### config.mk
export PLATFORM = sky130hd
export DESIGN_NAME = rtp_header_parser_core
export DESIGN_NICKNAME = d
export VERILOG_FILES = /design/src/sv/rhp_pkg.sv /design/src/sv/rhp_front.sv /design/src/sv/rhp_queue.sv /design/src/sv/rhp_back.sv /design/src/sv/rtp_header_parser_core.sv
export VERILOG_INCLUDE_DIRS = /design/src /design/src/sv
export SDC_FILE = /design/constraint.sdc
export NUM_CORES = 1
export LEC_CHECK = 0
export BUFFER_PORTS_ARGS = -buffer_cell sky130_fd_sc_hd__buf_2
export CAP_MARGIN = 20
export CELL_PAD_IN_SITES_DETAIL_PLACEMENT = 0
export CELL_PAD_IN_SITES_GLOBAL_PLACEMENT = 2
export CORE_ASPECT_RATIO = 0.5
export CORE_MARGIN = 4
export CORE_UTILIZATION = 45
export DETAILED_ROUTE_END_ITERATION = 7
export PLACE_DENSITY_LB_ADDON = 0.05
export SLEW_MARGIN = 30
export SYNTH_ARGS = -nofsm -noshare
export SYNTH_HDL_FRONTEND = slang
export SYNTH_SLANG_ARGS = --single-unit
### constraint.sdc
create_clock -name clk -period 9.7 [get_ports clk]
set_input_delay 0.485 -clock clk [delete_from_list [all_inputs] [get_ports clk]]
set_output_delay 0.485 -clock clk [all_outputs]
set_load 0.03 [all_outputs]
### src/sv/rtp_header_parser_core_assert.svh
// Assertion macros shared by the RTP header parser RTL.
// Each macro expects clk and arst_n in the scope where it is used.
`ifndef RTP_HEADER_PARSER_CORE_ASSERT_SVH
`define RTP_HEADER_PARSER_CORE_ASSERT_SVH
`ifndef NO_ASSERTIONS
`define RHP_ASSERT_IMPL(lbl, ante, cons, msg) \
	lbl: assert property (@(posedge clk) disable iff (!arst_n) (ante) |-> (cons)) \
		else $error(msg);
`define RHP_ASSERT_NEXT(lbl, ante, cons, msg) \
	lbl: assert property (@(posedge clk) disable iff (!arst_n) (ante) |=> (cons)) \
		else $error(msg);
`else
`define RHP_ASSERT_IMPL(lbl, ante, cons, msg)
`define RHP_ASSERT_NEXT(lbl, ante, cons, msg)
`endif
`endif

### src/sv/rhp_pkg.sv
// Types and constants of the RTP header parser.
// Used by rhp_front, rhp_queue, rhp_back and rtp_header_parser_core.
package rhp_pkg;

	localparam int RHP_QDEPTH = 4;
	localparam int RHP_QPTR_W = $clog2(RHP_QDEPTH);
	localparam int RHP_QCNT_W = $clog2(RHP_QDEPTH + 1);

	localparam logic [1:0] KIND_HEADER  = 2'd0;
	localparam logic [1:0] KIND_CSRC    = 2'd1;
	localparam logic [1:0] KIND_PAYLOAD = 2'd2;
	localparam logic [1:0] KIND_ERROR   = 2'd3;

	localparam logic [1:0] ERR_SHORT   = 2'd0;
	localparam logic [1:0] ERR_VERSION = 2'd1;
	localparam logic [1:0] ERR_TRUNC   = 2'd2;

	localparam logic [1:0] RTP_VERSION = 2'd2;
	localparam logic [3:0] HDR_LAST_IDX = 4'd11;
	localparam logic [3:0] HDR_SHIFT_BYTES = 4'd8;
	localparam logic [3:0] WORD_LAST_IDX = 4'd3;

	// one classified beat from the front to the back
	typedef struct packed {
		logic [1:0]  kind;
		logic [1:0]  err;
		logic        last;
		logic [31:0] value;
		logic [63:0] hdr;
	} rhp_rec_t;

endpackage

### src/sv/rhp_front.sv
// Front part of the RTP header parser: byte-level parse state machine.
// Depends on rhp_pkg and rtp_header_parser_core_assert.svh.
`include "rtp_header_parser_core_assert.svh"
module rhp_front (
	input  logic             clk,
	input  logic             arst_n,
	input  logic             accept,
	input  logic [7:0]       data_byte,
	input  logic             last_byte,
	output logic             rec_valid,
	output rhp_pkg::rhp_rec_t rec
);

	typedef enum logic [2:0] {
		PH_HEADER  = 3'd0,
		PH_CSRC    = 3'd1,
		PH_EXTHDR  = 3'd2,
		PH_EXTDATA = 3'd3,
		PH_PAYLOAD = 3'd4,
		PH_DROP    = 3'd5
	} phase_t;

	phase_t      phase_q, phase_d;
	logic [3:0]  idx_q, idx_d;
	logic [63:0] hdr_q, hdr_d;
	logic [23:0] wa_q, wa_d;
	logic [3:0]  csrc_q, csrc_d;
	logic [15:0] ext_q, ext_d;

	logic [31:0] word;
	logic [3:0]  csrc_dec;
	logic [15:0] ext_dec;
	logic [15:0] ext_len;
	logic [7:0]  b0;
	logic        x_bit;
	logic [3:0]  cc;
	logic        err_set;
	logic [1:0]  err_code;
	logic        restart;

	assign word     = {wa_q, data_byte};
	assign csrc_dec = csrc_q - 4'd1;
	assign ext_dec  = ext_q - 16'd1;
	assign ext_len  = {wa_q[7:0], data_byte};
	assign b0       = hdr_q[63:56];
	assign x_bit    = hdr_q[60];
	assign cc       = hdr_q[59:56];

	always_comb begin
		phase_d   = phase_q;
		idx_d     = idx_q;
		hdr_d     = hdr_q;
		wa_d      = wa_q;
		csrc_d    = csrc_q;
		ext_d     = ext_q;
		rec_valid = 1'b0;
		rec       = '0;
		rec.hdr   = hdr_q;
		rec.last  = last_byte;
		err_set   = 1'b0;
		err_code  = rhp_pkg::ERR_SHORT;
		restart   = 1'b0;
		if (accept) begin
			unique case (phase_q)
				PH_HEADER: begin
					if (idx_q < rhp_pkg::HDR_LAST_IDX) begin
						if (idx_q < rhp_pkg::HDR_SHIFT_BYTES) begin
							hdr_d = {hdr_q[55:0], data_byte};
						end else begin
							wa_d = {wa_q[15:0], data_byte};
						end
						if (last_byte) begin
							err_set  = 1'b1;
							err_code = rhp_pkg::ERR_SHORT;
						end else begin
							idx_d = idx_q + 4'd1;
						end
					end else if (b0[7:6] != rhp_pkg::RTP_VERSION) begin
						err_set  = 1'b1;
						err_code = rhp_pkg::ERR_VERSION;
					end else if (last_byte && (cc != 4'd0 || x_bit)) begin
						err_set  = 1'b1;
						err_code = rhp_pkg::ERR_TRUNC;
					end else begin
						rec_valid = 1'b1;
						rec.kind  = rhp_pkg::KIND_HEADER;
						rec.value = word;
						if (last_byte) begin
							restart = 1'b1;
						end else begin
							idx_d  = 4'd0;
							wa_d   = '0;
							csrc_d = cc;
							if (cc != 4'd0) begin
								phase_d = PH_CSRC;
							end else if (x_bit) begin
								phase_d = PH_EXTHDR;
							end else begin
								phase_d = PH_PAYLOAD;
							end
						end
					end
				end
				PH_CSRC: begin
					if (idx_q < rhp_pkg::WORD_LAST_IDX) begin
						wa_d = {wa_q[15:0], data_byte};
						if (last_byte) begin
							err_set  = 1'b1;
							err_code = rhp_pkg::ERR_TRUNC;
						end else begin
							idx_d = idx_q + 4'd1;
						end
					end else begin
						csrc_d = csrc_dec;
						if (last_byte && (csrc_dec != 4'd0 || x_bit)) begin
							err_set  = 1'b1;
							err_code = rhp_pkg::ERR_TRUNC;
						end else begin
							rec_valid = 1'b1;
							rec.kind  = rhp_pkg::KIND_CSRC;
							rec.value = word;
							if (last_byte) begin
								restart = 1'b1;
							end else begin
								idx_d = 4'd0;
								wa_d  = '0;
								if (csrc_dec == 4'd0) begin
									phase_d = x_bit ? PH_EXTHDR : PH_PAYLOAD;
								end
							end
						end
					end
				end
				PH_EXTHDR: begin
					if (idx_q < rhp_pkg::WORD_LAST_IDX) begin
						wa_d = {wa_q[15:0], data_byte};
						if (last_byte) begin
							err_set  = 1'b1;
							err_code = rhp_pkg::ERR_TRUNC;
						end else begin
							idx_d = idx_q + 4'd1;
						end
					end else begin
						ext_d = ext_len;
						if (last_byte) begin
							if (ext_len != 16'd0) begin
								err_set  = 1'b1;
								err_code = rhp_pkg::ERR_TRUNC;
							end else begin
								restart = 1'b1;
							end
						end else begin
							idx_d   = 4'd0;
							wa_d    = '0;
							phase_d = (ext_len != 16'd0) ? PH_EXTDATA : PH_PAYLOAD;
						end
					end
				end
				PH_EXTDATA: begin
					if (idx_q < rhp_pkg::WORD_LAST_IDX) begin
						if (last_byte) begin
							err_set  = 1'b1;
							err_code = rhp_pkg::ERR_TRUNC;
						end else begin
							idx_d = idx_q + 4'd1;
						end
					end else begin
						ext_d = ext_dec;
						if (last_byte) begin
							if (ext_dec != 16'd0) begin
								err_set  = 1'b1;
								err_code = rhp_pkg::ERR_TRUNC;
							end else begin
								restart = 1'b1;
							end
						end else begin
							idx_d = 4'd0;
							if (ext_dec == 16'd0) begin
								phase_d = PH_PAYLOAD;
							end
						end
					end
				end
				PH_PAYLOAD: begin
					rec_valid = 1'b1;
					rec.kind  = rhp_pkg::KIND_PAYLOAD;
					rec.value = {24'd0, data_byte};
					restart   = last_byte;
				end
				default: begin
					restart = last_byte;
				end
			endcase
		end
		if (err_set) begin
			rec_valid = 1'b1;
			rec.kind  = rhp_pkg::KIND_ERROR;
			rec.err   = err_code;
			rec.value = '0;
			if (last_byte) begin
				restart = 1'b1;
			end else begin
				phase_d = PH_DROP;
			end
		end
		if (restart) begin
			phase_d = PH_HEADER;
			idx_d   = 4'd0;
			wa_d    = '0;
			csrc_d  = 4'd0;
			ext_d   = 16'd0;
		end
	end

	always_ff @(posedge clk or negedge arst_n) begin
		if (!arst_n) begin
			phase_q <= PH_HEADER;
			idx_q   <= 4'd0;
			hdr_q   <= '0;
			wa_q    <= '0;
			csrc_q  <= 4'd0;
			ext_q   <= 16'd0;
		end else begin
			phase_q <= phase_d;
			idx_q   <= idx_d;
			hdr_q   <= hdr_d;
			wa_q    <= wa_d;
			csrc_q  <= csrc_d;
			ext_q   <= ext_d;
		end
	end

	`RHP_ASSERT_IMPL(a_csrc_phase, csrc_q != 4'd0, phase_q == PH_CSRC, "stray CSRC count")
	`RHP_ASSERT_IMPL(a_ext_phase, ext_q != 16'd0, phase_q == PH_EXTDATA, "stray ext count")
	`RHP_ASSERT_IMPL(a_no_beat_idle, !accept, !rec_valid, "beat without input byte")

endmodule

### src/sv/rhp_queue.sv
// Short queue of classified beats between the front and the back.
// Depends on rhp_pkg and rtp_header_parser_core_assert.svh.
`include "rtp_header_parser_core_assert.svh"
module rhp_queue (
	input  logic              clk,
	input  logic              arst_n,
	input  logic              wr_en,
	input  rhp_pkg::rhp_rec_t wr_data,
	output logic              full,
	input  logic              rd_en,
	output rhp_pkg::rhp_rec_t rd_data,
	output logic              empty
);

	rhp_pkg::rhp_rec_t                 mem_q [rhp_pkg::RHP_QDEPTH];
	logic [rhp_pkg::RHP_QPTR_W-1:0]    wr_ptr_q;
	logic [rhp_pkg::RHP_QPTR_W-1:0]    rd_ptr_q;
	logic [rhp_pkg::RHP_QCNT_W-1:0]    count_q;
	logic                              do_wr;
	logic                              do_rd;

	assign full    = (count_q == rhp_pkg::RHP_QCNT_W'(rhp_pkg::RHP_QDEPTH));
	assign empty   = (count_q == '0);
	assign do_wr   = wr_en && !full;
	assign do_rd   = rd_en && !empty;
	assign rd_data = mem_q[rd_ptr_q];

	always_ff @(posedge clk) begin
		if (do_wr) begin
			mem_q[wr_ptr_q] <= wr_data;
		end
	end

	always_ff @(posedge clk or negedge arst_n) begin
		if (!arst_n) begin
			wr_ptr_q <= '0;
			rd_ptr_q <= '0;
			count_q  <= '0;
		end else begin
			if (do_wr) begin
				wr_ptr_q <= wr_ptr_q + rhp_pkg::RHP_QPTR_W'(1);
			end
			if (do_rd) begin
				rd_ptr_q <= rd_ptr_q + rhp_pkg::RHP_QPTR_W'(1);
			end
			if (do_wr && !do_rd) begin
				count_q <= count_q + rhp_pkg::RHP_QCNT_W'(1);
			end else if (do_rd && !do_wr) begin
				count_q <= count_q - rhp_pkg::RHP_QCNT_W'(1);
			end
		end
	end

	`RHP_ASSERT_IMPL(a_no_overflow, full, !do_wr, "write into a full queue")
	`RHP_ASSERT_NEXT(a_wr_shows, do_wr && !do_rd, !empty, "written beat not visible")

endmodule

### src/sv/rhp_back.sv
// Back part of the RTP header parser: unpacks beats into the result register.
// Depends on rhp_pkg and rtp_header_parser_core_assert.svh.
`include "rtp_header_parser_core_assert.svh"
module rhp_back (
	input  logic              clk,
	input  logic              arst_n,
	input  logic              q_empty,
	input  rhp_pkg::rhp_rec_t q_data,
	output logic              q_pop,
	input  logic              pop,
	output logic              empty,
	output logic [1:0]        kind,
	output logic              padding_flag,
	output logic              extension_flag,
	output logic [3:0]        csrc_count,
	output logic              marker_flag,
	output logic [6:0]        payload_type,
	output logic [15:0]       sequence_number,
	output logic [31:0]       timestamp,
	output logic [31:0]       source_id,
	output logic [31:0]       item_value,
	output logic [1:0]        error_code,
	output logic              last_of_packet
);

	logic valid_q;
	logic is_hdr;

	assign empty  = !valid_q;
	assign q_pop  = !q_empty && (!valid_q || pop);
	assign is_hdr = (q_data.kind == rhp_pkg::KIND_HEADER);

	always_ff @(posedge clk or negedge arst_n) begin
		if (!arst_n) begin
			valid_q <= 1'b0;
		end else if (q_pop) begin
			valid_q <= 1'b1;
		end else if (pop) begin
			valid_q <= 1'b0;
		end
	end

	// advance the result register when it is free or being taken
	always_ff @(posedge clk) begin
		if (q_pop) begin
			kind            <= q_data.kind;
			padding_flag    <= is_hdr && q_data.hdr[61];
			extension_flag  <= is_hdr && q_data.hdr[60];
			csrc_count      <= is_hdr ? q_data.hdr[59:56] : 4'd0;
			marker_flag     <= is_hdr && q_data.hdr[55];
			payload_type    <= is_hdr ? q_data.hdr[54:48] : 7'd0;
			sequence_number <= is_hdr ? q_data.hdr[47:32] : 16'd0;
			timestamp       <= is_hdr ? q_data.hdr[31:0] : 32'd0;
			source_id       <= is_hdr ? q_data.value : 32'd0;
			item_value      <= (q_data.kind == rhp_pkg::KIND_CSRC ||
				q_data.kind == rhp_pkg::KIND_PAYLOAD) ? q_data.value : 32'd0;
			error_code      <= (q_data.kind == rhp_pkg::KIND_ERROR) ? q_data.err : 2'd0;
			last_of_packet  <= q_data.last;
		end
	end

	`RHP_ASSERT_IMPL(a_pop_nonempty, q_pop, !q_empty, "queue popped while empty")
	`RHP_ASSERT_NEXT(a_load_valid, q_pop, valid_q, "loaded result not shown")

endmodule

### src/sv/rtp_header_parser_core.sv
// Top level of the RTP header parser: front parser, beat queue, result stage.
// Depends on rhp_pkg, rhp_front, rhp_queue and rhp_back.
//
// Takes one RTP packet byte per clock while full is low, with a last-byte mark,
// and gives a header result after the twelfth byte, one result per CSRC word,
// one per payload byte (padding included) and error results for short,
// bad-version or truncated packets, after which the rest of the packet is
// dropped. A byte can be pushed in every cycle in which full is low: the front
// parser classifies each byte in the cycle it is taken and writes at most one
// beat into a four-entry queue, and the back stage moves beats into the result
// register. A result passes through the queue and then the result register
// before it reaches the result ports; full rises only when the result side has
// stopped popping and the queue and result register hold five beats.
module rtp_header_parser_core (
	input  logic        clk,
	input  logic        arst_n,
	input  logic        push,
	output logic        full,
	input  logic [7:0]  data_byte,
	input  logic        last_byte,
	input  logic        pop,
	output logic        empty,
	output logic [1:0]  kind,
	output logic        padding_flag,
	output logic        extension_flag,
	output logic [3:0]  csrc_count,
	output logic        marker_flag,
	output logic [6:0]  payload_type,
	output logic [15:0] sequence_number,
	output logic [31:0] timestamp,
	output logic [31:0] source_id,
	output logic [31:0] item_value,
	output logic [1:0]  error_code,
	output logic        last_of_packet
);

	logic              accept;
	logic              rec_valid;
	rhp_pkg::rhp_rec_t rec;
	rhp_pkg::rhp_rec_t q_data;
	logic              q_empty;
	logic              q_pop;

	assign accept = push && !full;

	rhp_front u_front (
		.clk       (clk),
		.arst_n    (arst_n),
		.accept    (accept),
		.data_byte (data_byte),
		.last_byte (last_byte),
		.rec_valid (rec_valid),
		.rec       (rec)
	);

	rhp_queue u_queue (
		.clk     (clk),
		.arst_n  (arst_n),
		.wr_en   (rec_valid),
		.wr_data (rec),
		.full    (full),
		.rd_en   (q_pop),
		.rd_data (q_data),
		.empty   (q_empty)
	);

	rhp_back u_back (
		.clk             (clk),
		.arst_n          (arst_n),
		.q_empty         (q_empty),
		.q_data          (q_data),
		.q_pop           (q_pop),
		.pop             (pop),
		.empty           (empty),
		.kind            (kind),
		.padding_flag    (padding_flag),
		.extension_flag  (extension_flag),
		.csrc_count      (csrc_count),
		.marker_flag     (marker_flag),
		.payload_type    (payload_type),
		.sequence_number (sequence_number),
		.timestamp       (timestamp),
		.source_id       (source_id),
		.item_value      (item_value),
		.error_code      (error_code),
		.last_of_packet  (last_of_packet)
	);

endmodule
* Word-level counts from Yosys, hierarchy flattened
Memory sizes are Yosys's and may differ from the RTL's.
Index checks and enable logic that the tools add are counted.
** Word-level totals
- Register bits :: 254
- Memory bits (writable) :: 404
- Input bits :: 13
- Output and inout port bits :: 133
- Logic and storage cells :: 221
- Memories :: 1
** Memories
- u_queue.mem_q :: depth 4, width 101, read ports 1, clocked after Yosys merged registers in 0, write ports 1, line rhp_queue.sv:15 : rhp_pkg::rhp_rec_t mem_q [rhp_pkg::RHP_QDEPTH];
** Operators by class
- Add/sub/neg operators :: 7
- Magnitude comparators :: 3
- Equality and inequality tests :: 20
- Mux-type cells :: 126
- Reduce and logical (&&, ||, !) cells :: 42
** Operators with widths (count)
- $mux W24 :: 10
- $mux W32 :: 7
- $pmux W32 S3 :: 1
- $mux W4 :: 18
- $pmux W24 S3 :: 1
- $mux W3 :: 22
- $mux W16 :: 4
- $mux W1 :: 39
- $pmux W16 S2 :: 1
- $reduce_bool A16 Y1 :: 2
- $mux W2 :: 15
- $ne A3 B2 Y1 const B :: 7
- $logic_not A16 Y1 :: 1
- $reduce_bool A4 Y1 :: 4
- $sub A16 B1 Y16 const B :: 1
- $pmux W3 S4 :: 1
- $pmux W4 S3 :: 1
- $logic_and A1 B1 Y1 :: 11
- $lt A4 B4 Y1 const B :: 2
- $ne A4 B2 Y1 const B :: 2
- $ne A4 B3 Y1 const B :: 2
- $pmux W1 S4 :: 2
- $pmux W2 S4 :: 1
- $pmux W4 S2 :: 1
- 26 further kinds :: 42

* Logic depth before layout (Yosys ltp)
Gate-level depths: netlist (run 1).
- Word-level depth :: 14
- Gate-level depth with buffers :: 17
- Depth with buffers taken out :: 15

* Cells and area by module
Synthesis (run 1) repeated with hierarchy kept, for this count alone.
** Second synthesis, totals
- Cells, all modules :: 1420
- Area total of the unflattened synthesis :: 25977.4 µm²
** By module, submodules not included
- rhp_queue :: instances 1, cells an instance 564, area an instance 15063.2 µm², seq. area each 12306.8 µm²
- rhp_front :: instances 1, cells an instance 574, area an instance 5985.7 µm², seq. area each 2877.8 µm²
- rhp_back :: instances 1, cells an instance 281, area an instance 4914.7 µm², seq. area each 3958.8 µm²
- rtp_header_parser_core :: instances 1, cells an instance 1, area an instance 13.8 µm², seq. area each 0.0 µm²

* Worst setup path before layout (run 1)
Ideal clock, no wire load.
- Path type :: input-to-reg
- From :: input pop
- To :: register u_queue.count_q[1] in the netlist's numbering
- Library setup time :: 125 ps
- Data arrival time :: 8414 ps
- Data required time :: 9575 ps
- Slack :: 1161 ps
- Cell stages on the path :: 7
- Path buffers :: 0
- Cells stage by stage :: inv_1 > a21oi_1 > inv_1 > ha_1 > inv_1 > fa_1 > mux2_2
** On the way
- Longest elaborated chain between the ends :: 6
- Elaborated cells on any way between the ends :: 8
- Those cells by class :: mux (1); reduce/logical (7)
** Ends and longest elaborated chain
- start: declaration :: line rtp_header_parser_core.sv:21 : input logic pop,
- $logic_or A1 B1 Y1 * :: line rhp_back.sv:30 : assign q_pop = !q_empty && (!valid_q || pop);
- $logic_and A1 B1 Y1 * :: line rhp_back.sv:30
- named net q_pop :: line rtp_header_parser_core.sv:42 : logic q_pop;
- $logic_and A1 B1 Y1 * :: line rhp_queue.sv:25 : assign do_rd = rd_en && !empty;
- $logic_not A1 Y1 :: line rhp_queue.sv:46 : if (do_wr && !do_rd) begin
- $logic_and A1 B1 Y1 :: line rhp_queue.sv:46
- $mux W3 / $reduce_bool A2 Y1 (equally long branches)
- end signal: assignment :: line rhp_queue.sv:47 : count_q <= count_q + rhp_pkg::RHP_QCNT_W'(1);
- end signal: assignment :: line rhp_queue.sv:49 : count_q <= count_q - rhp_pkg::RHP_QCNT_W'(1);
- end: declaration :: line rhp_queue.sv:18 : logic [rhp_pkg::RHP_QCNT_W-1:0] count_q;
The timed path passes the listed nets; every way through them passes the cells marked *.
A chain may end at the register's enable or synchronous reset.

* Final worst setup path (run 1)
- From :: register u_front.ext_q[0]
- To :: memory u_queue.mem_q[0][26] in the netlist's numbering (enable)
** On the way
- Longest elaborated chain between the ends :: 11
** Ends and longest elaborated chain
- start: declaration :: line rhp_front.sv:28 : logic [15:0] ext_q, ext_d;
- start signal: assignment :: line rhp_front.sv:229 : ext_q <= ext_d;
- $sub A16 B1 Y16 :: line rhp_front.sv:43 : assign ext_dec = ext_q - 16'd1;
- $reduce_bool A16 Y1 :: line rhp_front.sv:170 : if (ext_dec != 16'd0) begin
- $mux W1 :: line rhp_front.sv:170
- $mux W1 :: line rhp_front.sv:169 : if (last_byte) begin
- $mux W1 :: line rhp_front.sv:160 : if (idx_q < rhp_pkg::WORD_LAST_IDX) begin
- $pmux W1 S4 :: line rhp_front.sv:64 : unique case (phase_q)
- $mux W1 :: line rhp_front.sv:63 : if (accept) begin
- $mux W1 :: line rhp_front.sv:195 : if (err_set) begin
- $logic_and A1 B1 Y1 :: line rhp_queue.sv:24 : assign do_wr = wr_en && !full;
- $mux W1 :: line rhp_queue.sv:29 : if (do_wr) begin
- $mux W1 (implied by the code) :: line rhp_queue.sv:30 : mem_q[wr_ptr_q] <= wr_data;
- end: declaration :: line rhp_queue.sv:15
No other way between the ends.

==> results.py, run 1 <==
metrics = {
    "timing": {
        "setup_violations": 0,
        "hold_viol": 0,
        "fin_skew_ps": 22.8,
        "period_minus_slack_ps": 4900,
        "rsz0062_at_grt": "no",
        "drv_slew": 0,
        "fin_crit_sh": 0.505,
        "worstMarginPinSlew_ps": 892,
        "fin_ws_ps": 4800,
        "fin_setup_tns_ps": 0,
        "timing.slew.headroom": 0.405,
        "max_freq_mhz": 204,
    },
    "logic_synthesis": {
        "synthFlopType": "edfxtp_1",
        "synth_area_sq_um": 25500,
        "synthAdderAreaFrac": 0.00717,
        "synthCells": 1420,
        "synth_area_leader_cell": "edfxtp_1",
        "synth_compound_area_frac": 0.0414,
        "synthSimpleGateAreaFrac": 0.0758,
        "ys_top_cells_by_count": "527 x edfxtp_1, 166 x and2_1, 123 x dfrtp_1, 99 x mux4_2, 64 x mux2_2",
        "synth-seq-cells": 650,
        "yosysWarningCount": 0,
        "synth_xor_area_frac": 0.00241,
        "synth_edf_count": 527,
        "synthesis.nets": 1447,
        "synth_top_family_by_area": "multiplexers",
        "ys_types": 64,
        "muxShareOfSynthArea": 0.116,
        "yosysTopAreaCellShare": 0.622,
        "avgSynthCellArea_sq_um": 17.9,
        "synth_area_leaders": "edfxtp_1 62%, dfrtp_1 12%, mux4_2 8.8%",
        "async_flop_share": 0.189,
        "synth-seq-area-share": 0.742,
        "yosysMostFrequentCell": "edfxtp_1",
    },
    "detailed_routing": {
        "viasPerCell": 5.50,
        "drt_iter0_drc": 927,
        "drc_errors": 0,
        "wl_per_cell_um": 23.2,
        "ant_nets": 0,
        "num_vias": 13080,
        "routed_wl_um": 55300,
        "dr.pass1.iters": 5,
    },
    "worst_hold_path": {
        "hold_depth": 2,
        "worst_hold_path_type": "in2reg",
    },
    "grt": {
        "antenna_found_initial": 0,
        "grt_max_degree": 95,
        "grt_util_all_layers": 0.185,
        "grt_pass1_wl_um": 85400,
        "grt_pass1_vias": 13724,
        "grt_remaining_overflow": 0,
    },
    "power_and_ir_drop": {
        "power.leakage_nw": 10.4,
        "switchingPower_mw": 3.42,
        "ir_worst_vdd_uv": 190,
        "p_clk_frac": 0.225,
        "power_mw": 10.0,
        "p_int_mw": 6.58,
        "pwr-share-seq": 0.468,
        "power_density_nw_per_um2": 345,
        "power_frac_comb": 0.306,
        "switching_share": 0.342,
    },
    "critical_path": {
        "cpPeakStageDelay_ps": 810,
        "crit_top_cell": "nand2_1",
        "cp_num_cells": 11,
        "crit_path_top_delay_cell": "buf_4",
        "ff2ff_path_depth": 11,
        "crit_buf_inv": 2,
        "required_ps": 9930,
        "cpLargestDelayFamily": "simple AND/OR/NAND/NOR gates",
        "critPathKind": "reg2reg",
        "crit_chain": "inv_1, ha_1, nor3b_1, nand2_1, a41oi_1, nand2_1, o211ai_1, o21a_1, or2_1, and2_4, buf_4",
        "crit_arrival_ps": 5130,
        "cp_max_fo": 54,
        "startpoint_type": "register",
        "cp-end-kind": "register",
    },
    "cts": {
        "cts.htree.levels": 2,
        "clk_pin_slew_ps": 70,
        "insertion_delay_ps": 610,
        "cts_buffer_depth": 3,
        "cts_tree": "built",
        "cts.sinks": 650,
        "root_buffer": "clkbuf_16",
        "post_cts_resized": 0,
        "cts_buffers": 57,
        "cts_setup_buffers": 0,
    },
    "floorplanning": {
        "die_y_um": 176,
        "core_area_sq_um": 55800,
        "rows": 61,
        "start_util": 0.456,
        "die_w_um": 344,
        "pin_count": 146,
        "die_area_sq_um": 60700,
    },
    "outcome": {
        "status": "finished, final reports clean",
    },
    "finish": {
        "final_net_count": 1601,
        "stdcell_area_sq_um": 29000,
        "post-route-util": 0.519,
        "drive_gt1_frac": 0.264,
        "area_delta_synth_final_pct": 13.7,
    },
    "job": {
        "drv_cap": 0,
    },
    "placement": {
        "gp_congestion": 0.807,
        "port_buffers": 145,
        "hpwl_um": 32900,
        "pre_cts_ws_ps": 4490,
        "placedInstanceArea_sq_um": 27100,
    },
}
-- layer usage --
metal / vias to the layer above / share of wire / GRT usage
li1: 5839 / - / -
met1: 6922 / 0.47 / 0.268
met2: 247 / 0.48 / 0.299
met3: 72 / 0.040 / 0.0332
met4: 0 / 0.018 / 0.0356
met5: - / 0 / 0
-- flip-flops by register name, indices dropped and copies added (netlist names), 16 cells and up --
signal / count
u_front.wa_q: 24
u_back.item_value: 32
u_front.hdr_q: 64
u_queue.mem_q: 396
u_back.sequence_number: 16
u_back.source_id: 32
u_front.ext_q: 16
u_back.timestamp: 32
-- through the flow --
stage	std cells	hold slack (ps)
global route	2378	60.4
global placement	2266	473
floorplan	1420	189
finish	2379	87.7
CTS	2376	52.7
detailed placement	2268	482
-- worst register-to-register path: stages, from the launching register on --
cell and delay, ps:
dfrtp_1 430, inv_1 110, ha_1 280, nor3b_1 700, nand2_1 260, a41oi_1 220
nand2_1 120, o211ai_1 260, o21a_1 230, or2_1 310, and2_4 700, buf_4 840
-- power groups by stage --
stage	combinational [mW]	clock, mW	sequential, mW
after global routing	3.33	2.44	4.78
after floorplan	1.75	0	5.08
after CTS	3.14	2.31	4.70
final	3.06	2.25	4.68
after global placement	3.09	0	4.70
after detailed placement	3.13	0	4.75
-- logic make-up after synthesis --
group	Yosys count
multiplexers	164
flip-flops	650
XOR/XNOR	7
AND/OR/NAND/NOR	338
buffers and inverters	87
adder cells (fa/ha/maj)	14
AO/OA/AOI/OAI	160
-- layout by cell type, fill, tap and decap left out, types with 7 or more instances in the layout --
cell type,netlist,layout
mux4_2,99,99
clkinv_1,0,9
dfrtp_1,123,121
nor3_1,19,17
nand3_1,7,7
buf_4,0,12
clkbuf_1,54,18
nor2_1,44,44
and2_1,166,162
mux2_2,64,64
o21ai_0,42,42
ha_1,13,12
clkbuf_16,0,57
or3_1,8,8
inv_1,16,16
nor4_1,15,15
nand2b_1,8,8
a22o_1,25,25
nand2_1,37,37
a21oi_1,40,39
clkinv_2,0,11
buf_2,1,144
edfxtp_1,527,527
-- path summary, 6_finish.rpt --
check	from	to	slack (ps)
max in group asynchronous	arst_n	u_queue.rd_ptr_q[0]	8260
min reg2reg	u_front.wa_q[23]	u_front.wa_q[23]	500
max	u_front.ext_q[0]	u_queue.mem_q[0][26]	4800
min	pop	u_back.valid_q	90
min in group asynchronous	arst_n	u_front.hdr_q[45]	360
max reg2reg	u_front.ext_q[0]	u_queue.mem_q[0][26]	4800
-- what timing repair did --
item / 4_1_cts / 5_1_grt
hold buffers: 1 / 0
endpoints found under the hold margin: 14 / 0
endpoints found under the setup margin: 0 / 0
-- layout make-up --
cell class	count	area, sq um
Timing Repair Buffer	166	967
Antenna cell	1	2.50
Fill cell	4539	26800
Inverter	16	60.1
Tap cell	756	946
Multi-Input combinational cell	683	6250
Clock inverter	30	302
Sequential cell	650	18900
Clock buffer	77	1520
(Power assumes the default switching activity.)
==> run 2, diff against run 1 <==
Settings changed: CORE_UTILIZATION 45 to 42.
Clock period 9.7 ns to 4.15 ns, I/O delays scaled along.
==> results.py, run 2 (synthesized netlist as in run 1, its figures left out) <==
metrics = {
    "detailed_routing": {
        "drt_iter0_drc": 875,
        "drc_errors": 0,
        "wl_per_cell_um": 23.0,
        "routed_wl_um": 56600,
        "dr.pass1.iters": 7,
        "ant_nets": 0,
        "viasPerCell": 5.35,
        "num_vias": 13125,
    },
    "worst_hold_path": {
        "worst_hold_path_type": "in2reg",
        "holdCritStartpoint": "data_byte[2]",
    },
    "critical_path": {
        "startpoint_type": "register",
        "crit_arrival_ps": 4320,
        "crit_buf_inv": 2,
        "cp-end-kind": "register",
        "cpLargestDelayFamily": "simple AND/OR/NAND/NOR gates",
        "required_ps": 4620,
        "crit_path_top_delay_cell": "or3b_1",
        "regToRegSetupSlack_ps": 300,
        "critPathKind": "reg2reg",
        "regToRegStartpoint": "u_front.ext_q[0]",
        "crit_start": "u_front.ext_q[0]",
        "ff2ff_path_depth": 13,
        "crit_chain": "inv_1, ha_1, or3b_1, o32ai_2, a22oi_1, nand2b_4, o21ba_1, o21a_1, or2_1, ha_1, inv_1, fa_1, mux2_2",
        "cp_num_cells": 13,
        "cpPeakStageDelay_ps": 540,
        "cp-endpoint": "u_queue.count_q[1]",
        "cp_max_fo": 8,
        "r2r-end": "u_queue.count_q[1]",
    },
    "finish": {
        "top_register": "u_queue.mem_q",
        "seq_area_sq_um": 18900,
        "final_cell_mix": "527 x edfxtp_1, 162 x and2_1, 144 x buf_2, 121 x dfrtp_1, 99 x mux4_2",
        "largest_register_ffs": 396,
        "final_common_cell": "edfxtp_1",
        "reg_top3": "u_queue.mem_q: 396 flops, u_front.hdr_q: 64 flops",
        "multiInputGateArea_sq_um": 6260,
        "fillCellCount": 4967,
        "drive_gt1_frac": 0.279,
        "final_net_count": 1620,
        "area_delta_synth_final_pct": 16.2,
        "antenna_cells": 0,
    },
    "timing": {
        "fin_skew_ps": 32.4,
        "fin_ws_ps": 298,
        "max_freq_mhz": 260,
        "setup_violations": 0,
        "rsz0062_at_grt": "no",
        "hold_viol": 0,
        "timing.slew.headroom": 0.400,
        "fin_crit_sh": 0.928,
        "fin_setup_tns_ps": 0,
        "period_minus_slack_ps": 3850,
        "worstMarginPinSlew_ps": 901,
        "drv_slew": 0,
    },
    "grt": {
        "grt-busiest-layer": "met2",
        "grt_pass1_wl_um": 87100,
        "grt_remaining_overflow": 0,
        "use_met3": 0.0298,
        "grt_util_all_layers": 0.176,
        "gr-usage-met1": 0.261,
        "grt_max_degree": 96,
        "grt_util_met2": 0.279,
        "antenna_found_initial": 2,
        "grt_pass1_vias": 13628,
    },
    "cts": {
        "cts_tree": "built",
        "cts_setup_buffers": 0,
        "cts_buffers": 57,
        "cts.htree.levels": 2,
        "insertion_delay_ps": 610,
        "cts.sinks": 650,
        "cts_buffer_depth": 3,
        "clk_pin_slew_ps": 70,
        "root_buffer": "clkbuf_16",
    },
    "outcome": {
        "status": "finished, final reports clean",
    },
    "floorplanning": {
        "die_area_sq_um": 64900,
        "start_util": 0.427,
        "die_w_um": 356,
        "core_area_sq_um": 59600,
        "pin_count": 146,
        "die_y_um": 182,
        "rows": 63,
    },
    "placement": {
        "gp_congestion": 0.824,
        "hpwl_um": 34600,
        "port_buffers": 145,
        "pre_cts_ws_ps": 205,
    },
    "job": {
        "drv_cap": 0,
    },
    "power_and_ir_drop": {
        "power.leakage_nw": 10.6,
        "ir_worst_vdd_uv": 516,
        "power_density_nw_per_um2": 817,
    },
}
-- run 2: cell types whose count changed in the layout (fill, tap and decap cells not counted), moves of 3 or more --
cell	delta
clkbuf_1	-4
clkinv_2	-3
clkbuf_16	+3
dlygate4sd3_1	+4
clkbuf_8	+9
buf_12	+13
buf_4	+7
bufinv_16	+5
clkinv_1	-8
-- run 2: repair_timing --
item,CTS,global route
endpoints found under the hold margin,58,0
setup endpoints to repair,0,2
hold buffers,5,0
resized for setup,0,2
-- run 2: final cells by class --
type,instances,share of cell area
well taps,812,0.0344
clock buffers,85,0.0577
clock inverters,23,0.0135
repair buffers,185,0.0415
flip-flops and latches,650,0.639
multi-input cells,683,0.212
inverters,16,0.00203
-- run 2: how the worst min path moves through the flow --
| stage | cells after the start | end | slack (ps) |
|---|---|---|---|
| final | 2 | u_front.wa_q[2] | 50 |
| after global routing | 2 | u_front.wa_q[2] | 30 |
| after CTS | 2 | u_front.wa_q[6] | 10 |
| after detailed placement | 1 | u_front.hdr_q[44] | 240 |
| after global placement | 1 | u_front.hdr_q[44] | 250 |
| after floorplan | 0 | u_back.valid_q | -90 |
-- run 2: stage by stage --
| step | util | instances | power (mW) | instance area [sq um] | hold WS, ps |
|---|---|---|---|---|---|
| after CTS | 0.496 | 2454 | 24.6 | 29600 | 10.3 |
| after global placement | 0.459 | 2340 | 18.5 | 27400 | 246 |
| after floorplan | - | 1420 | 15.9 | 25500 | -88.1 |
| after global routing | 0.496 | 2454 | 25.5 | 29600 | 29.9 |
| final | 0.496 | 2454 | 24.2 | 29600 | 50.3 |
| after detailed placement | 0.460 | 2341 | 18.6 | 27400 | 236 |
-- run 2: worst reg2reg max path, cell delays in order (launching register included) --
cell and delay, ps:
dfrtp_1 430, inv_1 110, ha_1 280, or3b_1 540, o32ai_2 300, a22oi_1 130
nand2b_4 180, o21ba_1 210, o21a_1 240, or2_1 300, ha_1 240, inv_1 100
fa_1 400, mux2_2 270
-- run 2: report_power, final --
part / switching, mW / internal, mW / leakage, nW
sequential: 1.22 / 9.65 / 6.52
clock: 2.38 / 3.48 / 1.03
combinational: 4.48 / 2.95 / 3.07
-- run 2: layer usage --
layer | vias up | share of wire
li1 | 5882 | -
met1 | 6942 | 0.48
met2 | 236 | 0.47
met3 | 65 | 0.040
met4 | 0 | 0.015
met5 | - | 0
==> run 3, diff against run 2 <==
Settings changed: RECOVER_POWER set to 100.
==> results.py, run 3 (synthesized netlist as in run 1, its figures left out) <==
metrics = {
    "grt": {
        "gr-usage-met1": 0.261,
        "grt-busiest-layer": "met2",
        "grt_util_all_layers": 0.176,
        "use_met3": 0.0298,
        "grt_max_degree": 96,
        "antenna_found_initial": 2,
        "grt_remaining_overflow": 0,
        "grt_pass1_vias": 13628,
        "grt_util_met2": 0.279,
        "grt_pass1_wl_um": 87100,
    },
    "power_and_ir_drop": {
        "power_density_nw_per_um2": 819,
        "ir_worst_vdd_uv": 449,
        "power.leakage_nw": 10.1,
    },
    "timing": {
        "period_minus_slack_ps": 3860,
        "max_freq_mhz": 259,
        "fin_setup_tns_ps": 0,
        "fin_skew_ps": 31.7,
        "rsz0062_at_grt": "no",
        "fin_ws_ps": 291,
        "setup_violations": 0,
        "drv_slew": 238,
        "timing.slew.headroom": -0.583,
        "hold_viol": 0,
        "worstMarginPinSlew_ps": 2380,
        "fin_crit_sh": 0.930,
    },
    "critical_path": {
        "crit_arrival_ps": 4100,
        "crit_chain": "inv_1, ha_1, or3b_1, o32ai_2, a22oi_1, nand2b_4, o21ba_1, o21a_1, or2_1, buf_4, and2_4, clkbuf_4",
        "required_ps": 4390,
        "regToRegStartpoint": "u_front.ext_q[0]",
        "crit_buf_inv": 3,
        "cpLargestDelayFamily": "simple AND/OR/NAND/NOR gates",
        "crit_path_top_delay_cell": "or3b_1",
        "critPathKind": "reg2reg",
        "crit_start": "u_front.ext_q[0]",
        "startpoint_type": "register",
        "cpPeakStageDelay_ps": 540,
        "cp-end-kind": "register",
        "cp_max_fo": 33,
    },
    "cts": {
        "cts_tree": "built",
        "insertion_delay_ps": 610,
        "cts_setup_buffers": 0,
        "root_buffer": "clkbuf_16",
        "cts_buffer_depth": 3,
        "cts.sinks": 650,
        "cts_buffers": 57,
        "cts.htree.levels": 2,
        "clk_pin_slew_ps": 70,
    },
    "floorplanning": {
        "die_area_sq_um": 64900,
        "rows": 63,
        "die_w_um": 356,
        "pin_count": 146,
        "core_area_sq_um": 59600,
        "start_util": 0.427,
        "die_y_um": 182,
    },
    "job": {
        "drv_cap": 5,
    },
    "finish": {
        "fillCellCount": 5083,
        "top_register": "u_queue.mem_q",
        "area_delta_synth_final_pct": 14.8,
        "antenna_cells": 0,
        "final_net_count": 1620,
        "final_cell_mix": "527 x edfxtp_1, 155 x clkbuf_1, 122 x dfrtp_1, 99 x mux4_2, 89 x and2_0",
        "drive_gt1_frac": 0.191,
        "final_common_cell": "edfxtp_1",
        "largest_register_ffs": 396,
        "reg_top3": "u_queue.mem_q: 396 flops, u_front.hdr_q: 64 flops",
    },
    "detailed_routing": {
        "routed_wl_um": 56600,
        "drc_errors": 0,
        "num_vias": 13162,
        "dr.pass1.iters": 5,
        "ant_nets": 0,
        "viasPerCell": 5.36,
        "wl_per_cell_um": 23.1,
        "drt_iter0_drc": 826,
    },
    "placement": {
        "pre_cts_ws_ps": 205,
        "hpwl_um": 34600,
        "gp_congestion": 0.824,
        "port_buffers": 145,
    },
    "outcome": {
        "violations": "max-capacitance violations, max-slew violations",
        "status": "complete, but fails checks",
    },
    "worst_hold_path": {
        "worst_hold_path_type": "in2reg",
        "holdCritStartpoint": "data_byte[2]",
    },
}
run 3: changes by cell type in the layout (fill, tap and decap cells not counted), moves of 2 or more:
cell      previous run  this run
clkbuf_2             0         3
buf_6                3         5
and2_1             162        73
buf_12              14         3
buf_4               19        10
buf_2              144        10
and2_0               0        89
clkbuf_4             0         8
clkbuf_1            14       155
run 3: timing repair:
| item | in CTS | in global routing |
|---|---|---|
| hold endpoints to repair | 58 | 0 |
| endpoints found under the setup margin | 0 | 2 |
| hold buffers | 5 | 0 |
| gates resized for setup | 0 | 2 |
run 3: power breakdown:
part           total [mW]  switching, mW  leakage (nW)  internal (mW)
registers            10.9           1.24          6.52           9.66
logic                7.16           4.47          2.50           2.69
clock network        5.86           2.38          1.03           3.48
run 3: worst register-to-register path: cells and delay by family (launching register included):
kind | cells | cell delay (ps)
AO/OA/AOI/OAI | 4 | 880
flip-flops | 1 | 430
adder cells (fa/ha/maj) | 1 | 280
buffers and inverters | 3 | 670
AND/OR/NAND/NOR | 4 | 1200
run 3: final timing paths:
kind,end,slack (ps),depth (start not counted)
worst max-delay path,u_queue.mem_q[0][32],290,12
worst min-delay path,u_front.wa_q[2],50,2
worst max register to register,u_queue.mem_q[0][32],290,12
worst min register to register,u_queue.count_q[2],490,1
max in group asynchronous,u_queue.count_q[0],1310,3
min in group asynchronous,u_front.hdr_q[45],150,2
run 3: layout make-up:
| class | count | area, sq um | area share |
|---|---|---|---|
| flip-flops and latches | 650 | 18900 | 0.647 |
| multi-input cells | 683 | 6240 | 0.213 |
| clock buffers | 85 | 1710 | 0.0584 |
| well taps | 812 | 1020 | 0.0348 |
| repair buffers | 185 | 896 | 0.0307 |
| clock inverters | 23 | 399 | 0.0137 |
| inverters | 16 | 60.1 | 0.00206 |
run 3: routing by layer:
layer / vias to the layer above / share of wire
met5: - / 0
met4: 0 / 0.015
met3: 67 / 0.038
met2: 228 / 0.47
met1: 6991 / 0.48
li1: 5876 / -
run 3: stage by stage:
step	std cells	power, mW	utilization	hold slack, ps	cell area [sq um]
finish	2454	23.9	0.490	51.2	29200
global route	2454	25.3	0.490	30.3	29200
CTS	2454	24.6	0.496	10.3	29600
detailed placement	2341	18.6	0.460	236	27400
global placement	2340	18.5	0.459	246	27400
floorplan	1420	15.9	-	-88.1	25500
